### src/design/cdt_pkg.sv
`timescale 1ns / 1ps
// ----------------------------------------------------------------------------
// Chamfer distance transform package
// Shared types, field widths, codes and reset values of the distance engine.
// ----------------------------------------------------------------------------
package cdt_pkg;

    localparam int DIST_W     = 24;
    localparam int COST_W     = 16;
    localparam int GRID_W     = 9;
    localparam int CFG_IDX_W  = 2;
    localparam int CFG_DATA_W = 16;

    localparam logic [DIST_W-1:0] DIST_INF = '1;

    localparam logic [1:0] MODE_LOAD = 2'd0;
    localparam logic [1:0] MODE_RUN  = 2'd1;
    localparam logic [1:0] MODE_READ = 2'd2;

    localparam logic KIND_READ = 1'b0;
    localparam logic KIND_DONE = 1'b1;

    localparam logic [CFG_IDX_W-1:0] REG_GRID_SIDE     = 2'd0;
    localparam logic [CFG_IDX_W-1:0] REG_STRAIGHT_COST = 2'd1;
    localparam logic [CFG_IDX_W-1:0] REG_DIAGONAL_COST = 2'd2;

    localparam int                RESET_GRID_SIDE     = 256;
    localparam logic [COST_W-1:0] RESET_STRAIGHT_COST = 16'd256;
    localparam logic [COST_W-1:0] RESET_DIAGONAL_COST = 16'd362;

    typedef struct packed {
        logic [1:0]         mode;
        logic [15:0]        cell_index;
        logic signed [15:0] ground_height;
        logic signed [15:0] stream_level;
        logic               stream_connected;
        logic               lake_present;
        logic signed [15:0] lake_level;
    } req_item_t;

    typedef struct packed {
        logic              result_kind;
        logic [DIST_W-1:0] distance;
    } rsp_item_t;

    typedef enum logic [2:0] {
        S_IDLE,
        S_READ,
        S_RD_A,
        S_RD_B,
        S_SUM,
        S_WR,
        S_DONE
    } state_t;

    typedef struct packed {
        logic start_fwd;
        logic start_bwd;
        logic bwd;
        logic load;
        logic rd_item;
        logic rd_cell;
        logic rd_diag;
        logic sum;
        logic wr;
        logic out_read;
        logic out_done;
    } ctrl_cmd_t;

    typedef struct packed {
        logic last_cell;
        logic out_free;
    } ctrl_sts_t;

endpackage

### src/design/cdt_ctrl.sv
`timescale 1ns / 1ps
// ----------------------------------------------------------------------------
// Chamfer distance transform controller
// Sequences load, read and run items and steps each cell of both passes
// through read, sum and write phases.
// ----------------------------------------------------------------------------
module cdt_ctrl (
    input  logic                clk,
    input  logic                rst_n,
    input  logic                req_valid,
    input  logic [1:0]          req_mode,
    output logic                req_ready,
    input  cdt_pkg::ctrl_sts_t  sts,
    output cdt_pkg::ctrl_cmd_t  cmd
);
    import cdt_pkg::*;

    state_t state_reg;
    state_t state_next;
    logic   bwd_reg;
    logic   bwd_next;

    always_ff @(posedge clk or negedge rst_n)
    begin
        if (!rst_n)
        begin
            state_reg <= S_IDLE;
            bwd_reg   <= 1'b0;
        end
        else
        begin
            state_reg <= state_next;
            bwd_reg   <= bwd_next;
        end
    end

    always_comb
    begin
        state_next = state_reg;
        bwd_next   = bwd_reg;
        req_ready  = 1'b0;
        cmd        = '0;
        cmd.bwd    = bwd_reg;
        unique case (state_reg)
            S_IDLE:
            begin
                req_ready = 1'b1;
                if (req_valid)
                begin
                    unique case (req_mode)
                        MODE_LOAD:
                        begin
                            cmd.load = 1'b1;
                        end
                        MODE_RUN:
                        begin
                            cmd.start_fwd = 1'b1;
                            bwd_next      = 1'b0;
                            state_next    = S_RD_A;
                        end
                        MODE_READ:
                        begin
                            cmd.rd_item = 1'b1;
                            state_next  = S_READ;
                        end
                        default:
                        begin
                            state_next = S_IDLE;
                        end
                    endcase
                end
            end
            S_READ:
            begin
                if (sts.out_free)
                begin
                    cmd.out_read = 1'b1;
                    state_next   = S_IDLE;
                end
            end
            S_RD_A:
            begin
                cmd.rd_cell = 1'b1;
                state_next  = S_RD_B;
            end
            S_RD_B:
            begin
                cmd.rd_diag = 1'b1;
                state_next  = S_SUM;
            end
            S_SUM:
            begin
                cmd.sum    = 1'b1;
                state_next = S_WR;
            end
            S_WR:
            begin
                cmd.wr = 1'b1;
                if (sts.last_cell)
                begin
                    if (!bwd_reg)
                    begin
                        // The forward pass is over; the backward pass starts at the last cell.
                        cmd.start_bwd = 1'b1;
                        bwd_next      = 1'b1;
                        state_next    = S_RD_A;
                    end
                    else
                    begin
                        state_next = S_DONE;
                    end
                end
                else
                begin
                    state_next = S_RD_A;
                end
            end
            S_DONE:
            begin
                if (sts.out_free)
                begin
                    cmd.out_done = 1'b1;
                    state_next   = S_IDLE;
                end
            end
            default:
            begin
                state_next = S_IDLE;
            end
        endcase
    end

    a_run_starts: assert property (@(posedge clk) disable iff (!rst_n)
        req_valid && req_ready && req_mode == MODE_RUN |=> state_reg == S_RD_A)
        else $error("run transfer did not start the forward pass");

    a_out_free: assert property (@(posedge clk) disable iff (!rst_n)
        cmd.out_read || cmd.out_done |-> sts.out_free)
        else $error("result loaded while the output register was occupied");

    a_run_ends: assert property (@(posedge clk) disable iff (!rst_n)
        state_reg == S_WR && bwd_reg && sts.last_cell |=> state_reg == S_DONE)
        else $error("last backward cell did not finish the run");

endmodule

### config.mk
export PLATFORM = sky130hd
export DESIGN_NAME = cdt_ctrl
export DESIGN_NICKNAME = d
export VERILOG_FILES = /design/src/design/cdt_pkg.sv /design/src/design/cdt_ctrl.sv
export SDC_FILE = /design/constraint.sdc
export NUM_CORES = 1
export LEC_CHECK = 0
export BUFFER_PORTS_ARGS = -buffer_cell sky130_fd_sc_hd__clkbuf_2
export CORE_AREA = 10 10 47 49
export DETAILED_ROUTE_END_ITERATION = 16
export DIE_AREA = 0 0 57 59
export PLACE_DENSITY = 0.47
export SYNTH_ARGS = -nofsm -noshare
export SYNTH_HDL_FRONTEND = slang
export SYNTH_SLANG_ARGS = --single-unit
### constraint.sdc
create_clock -name clk -period 2.6 [get_ports clk]
set_clock_uncertainty 0.15 [all_clocks]
set_input_delay 0.13 -clock clk [delete_from_list [all_inputs] [get_ports clk]]
set_output_delay 0.13 -clock clk [all_outputs]
set_load 0.01 [all_outputs]
**Word level (Yosys, flattened, before mapping)**

Cells that the tools add are included.

- Muxes and demuxes: 28
- Equal/unequal tests: 13
- Reductions and logical operators: 6

Operator list:

| kind | number |
|---|---|
| 1-bit two-way mux | 19 |
| 3-bit case mux with 6 select lines | 1 |
| 3-bit two-way mux | 4 |
| 3-bit == test, second input constant | 3 |
| 3-bit case mux with 3 select lines | 1 |
| 3-bit by 2-bit == test with 1-bit output, second input constant | 2 |
| 2-bit != test, second input constant | 3 |
| 2-bit two-way mux | 2 |
| 2-bit by 1-bit != test with 1-bit output, second input constant | 2 |
| 4-bit AND reduction | 1 |
| 3-bit by 1-bit == test with 1-bit output, second input constant | 1 |
| 3-bit zero test | 1 |
| 3-bit AND reduction | 1 |
| 2-bit by 1-bit == test with 1-bit output, second input constant | 1 |
| 2-bit == test, second input constant | 1 |
| 2-bit zero test | 1 |
| 1-bit case mux with 2 select lines | 1 |
| 2-bit nonzero test | 1 |
| 2-bit OR reduction | 1 |

- Input bits: 7
- Output and inout port bits: 12
- Flip-flop bits (word level): 4
- Word-level logic and storage cells: 49

**Longest topological paths before layout**

- Depth after elaboration: 4
- Mapped depth: 4
- Mapped depth without buffers: 3

**Worst setup path after synthesis**

No wires, ideal clock.

- Kind: reg-to-output
- From: register state_reg[1]
- To: output cmd[7] in the netlist's numbering
- Slack: 1.280 ns
- Data arrival time: 1.040 ns
- Cell stages (with the launch flop): 4
- Path buffers: 1
- Data required time: 2.320 ns
- Path through: dfrtp_1 buf_6 nor3_2 and4b_1

RTL lines:

| what | line | source |
|---|---|---|
| start: declaration | cdt_ctrl.sv:18 | `state_t state_reg;` |
| start signal: assignment | cdt_ctrl.sv:32 | `state_reg <= state_next;` |
| end: declaration | cdt_ctrl.sv:14 | `output cdt_pkg::ctrl_cmd_t cmd` |

==> out/metrics.csv <==
stage;metric;value;unit
run_status;result of the run;completed;
layout;share of cells above drive strength 1;44.4;%
setup_path;Arrival @ worst endpoint;1320;ps
cts;clock root buffer;clkbuf_4;
cts;clock tree from TritonCTS;done;
setup_path;Worst path max stage delay;480;ps
worst_hold_path;classification of the worst-slack hold path;in -> reg;
logic_synthesis;average cell area after synthesis;8.96;um^2
logic_synthesis;Distinct cells, synth;24;
logic_synthesis;Yosys top cell area share;30.2;%
setup_path;worst reg2reg startpoint;state_reg[0];
logic_synthesis;fraction of synthesis flops using an asynchronous set or reset pin;100;%
power;static leakage;0.225;nW
routing;number of antenna-violating nets in the routed design;0;
die;die width;57;um
sta;worst-case hold slack;9.25;ps
layout;final layout net count;63;
cts;PostCTS Resize Cnt;0;
logic_synthesis;number of enable flip-flop cells after synthesis;0;
sta;final total negative setup slack;0;ps
cts;total CTS buffers;3;
logic_synthesis;cell type with the highest aggregate area in the netlist;dfrtp_1;
setup_path;critical path's top delay family;flip-flops;
sta;final hold violation count;0;
logic_synthesis;Synth Warn #;0;
setup_path;Critical Path Source Type;flop;
setup_path;critical path cell sequence;nor3_2, and4_1, clkbuf_2;
die;number of placed I/O pins;19;
sta;unrepaired setup endpoints after global routing;false;
power;relative contribution of the clock network to total power;16.1;%
power;sequential power share;36.1;%
layout;Area growth syn-to-layout;29.4;%
setup_path;Worst setup EP type;output port;
die;die height;59;um
logic_synthesis;register bit count reported by yosys;4;
cts;clock buffer depth;2;
global_routing;initial antenna violation count;0;
global_routing;first-pass GRT wire length;1440;um
routing;Remaining DRCs;0;
run;number of max-cap violations;0;
logic_synthesis;number of cells produced by synthesis;37;
setup_path;slowest library cell on the worst path;dfrtp_1;
sta;Final period util;61.4;%
power;Switching Fraction;44.0;%
power;ratio of total power to cell area;1080;nW/um^2
die;effective utilization at floorplan;23.7;%
sta;Max Clock Freq;626;MHz
sta;shortest clock period the worst path allows after layout;1600;ps
cts;clock sink total;4;
cts;clock-pin slew on the worst setup and hold paths;40;ps
setup_path;Req. time, crit path;2320;ps
routing;final routed wirelength across all metal layers;852;um
layout;Inserted Diodes;0;
routing;via count;326;
placed_design;placer congestion estimate;0.662;
power;Max rail drop VDD;0.501;mV
setup_path;highest net fanout along the worst path;10;
placed_design;Port-buffer cells;18;
power;switching power;0.000204;W
setup_path;critical path class;reg -> out;
sta;final-report max-slew violation count;0;
setup_path;critical path startpoint;state_reg[1];
logic_synthesis;dominant register cell in the synthesized netlist;dfrtp_1;
sta;max_slew headroom;77.2;%
power;total internal power;0.000260;W
logic_synthesis;mapped cell area;332;um^2
layout;share of the core filled with cells in the final layout;30.6;%
die;Core Area;1400;um^2
routing;average routed wire per standard cell;12.2;um
placed_design;worst-case setup slack after placement;1230;ps
die;number of rows created at floorplan;14;
global_routing;vias in the first global route;361;
setup_path;Buf+Inv Stages, Crit Path;1;
logic_synthesis;leading post-synthesis cells by cell area;dfrtp_1 30%, buf_4 6.8%, buf_6 6.8%, nor2_1 4.5%, nor3b_1 4.5%;
die;area of the die;3360;um^2
layout;flip-flop count of the largest register after layout;3;
sta;measured slew at the worst slew-check pin;343;ps
cts;H-tree levels;1;
routing;1st-pass router iterations;3;
routing;routed via count divided by cell count;4.66;
global_routing;pin count of the biggest net entering global routing;13;
worst_hold_path;startpoint of the tightest hold check path;sts[1];
power;combinational fraction of design power;47.8;%
global_routing;Overall Global Routing Usage;5.36;%
logic_synthesis;Mapped Nets;44;
sta;final setup fails;0;
sta;Worst Slack Setup Final;1000;ps
cts;clock insertion delay at the later pin of the skew report;230;ps
global_routing;remaining global-route overflow;0;
logic_synthesis;top cells by count, synth;4 x dfrtp_1, 4 x nor2_1, 3 x buf_4, 3 x nand2_1;
routing;DRC marker count from the first detailed-route iteration;4;
placed_design;DP HPWL;703;um
logic_synthesis;sequential cell area fraction in the yosys report;30.2;%
[power groups by stage]
| stage | Clock, W | Combinational, W | Sequential, W |
|---|---|---|---|
| finish | 0.0000746 | 0.000222 | 0.000168 |
| global route | 0.0000852 | 0.000251 | 0.000177 |
| CTS | 0.0000780 | 0.000228 | 0.000168 |
| detailed placement | 0 | 0.000226 | 0.000170 |
| global placement | 0 | 0.000230 | 0.000171 |
| floorplan | 0 | 0.000251 | 0.000113 |
[worst paths after layout]
kind / to / slack [ps] / depth (start not counted)
max in group asynchronous: state_reg[2] / 2070 / 2
min reg2reg: bwd_reg / 420 / 2
min in group asynchronous: state_reg[1] / 100 / 2
max: cmd[6] / 1000 / 3
min: bwd_reg / 9 / 3
max reg2reg: state_reg[2] / 1310 / 3
[per-stage QoR]
step / instance area, um^2 / cells / power [W]
floorplan: 332 / 37 / 0.000364
finish: 429 / 70 / 0.000464
detailed placement: 397 / 66 / 0.000396
CTS: 429 / 70 / 0.000474
global route: 429 / 70 / 0.000513
global placement: 397 / 66 / 0.000401
[per-layer routing]
layer | global-route usage, % | vias up | part of all wire [%] | wire, um
met3 | 4.29 | 0 | 7.5 | 64
met4 | 2.01 | 0 | 0 | 0
met5 | 0 | - | 0 | 0
met1 | 3.92 | 153 | 37 | 311
li1 | - | 164 | - | -
met2 | 10.1 | 9 | 56 | 476
[layout by cell type, fill, tap and decap left out, drive strengths merged]
cell type and instances:
o21ai 1, o22ai 1, a31oi 1, nor4 1
o21bai 1, o32ai 1, and4b 1, nor3 1
a21o 1, nand2b 2, nor2 4, dlygate4sd3 1
o21a 1, inv 2, dfrtp 4, and4 1
nand3b 1, and3b 1, a21boi 1, nor3b 2
clkbuf 21, nand2 3, a2bb2oi 1
[what timing repair did]
item / CTS / global route
hold buffers: 1 / 0
hold endpoints to repair: 4 / 0
buffers inserted: 0 / 0
[worst register-to-register path, stage by stage, from the launching register on]
cell      delay (ps)
dfrtp_1          530
a21boi_1         220
o22ai_1          100
a21o_1           190
[layout make-up]
type	instances	area, um^2
clock buffer	3	22.5
timing repair buffer	19	100
fill	170	972
sequential	4	100
inverter	2	7.51
tap	16	20.0
multi-input combinational	26	179
[cells by family (layout without fill, tap and decap cells)]
| logic type | after synthesis | in the layout | synth area share, % |
|---|---|---|---|
| AOI/OAI and AO/OA | 9 | 9 | 19.6 |
| DFF | 4 | 4 | 30.2 |
| buffers and inverters | 7 | 24 | 15.8 |
| and+or+nand+nor | 17 | 17 | 34.3 |
No activity file was read; power rests on OpenSTA's default activity.
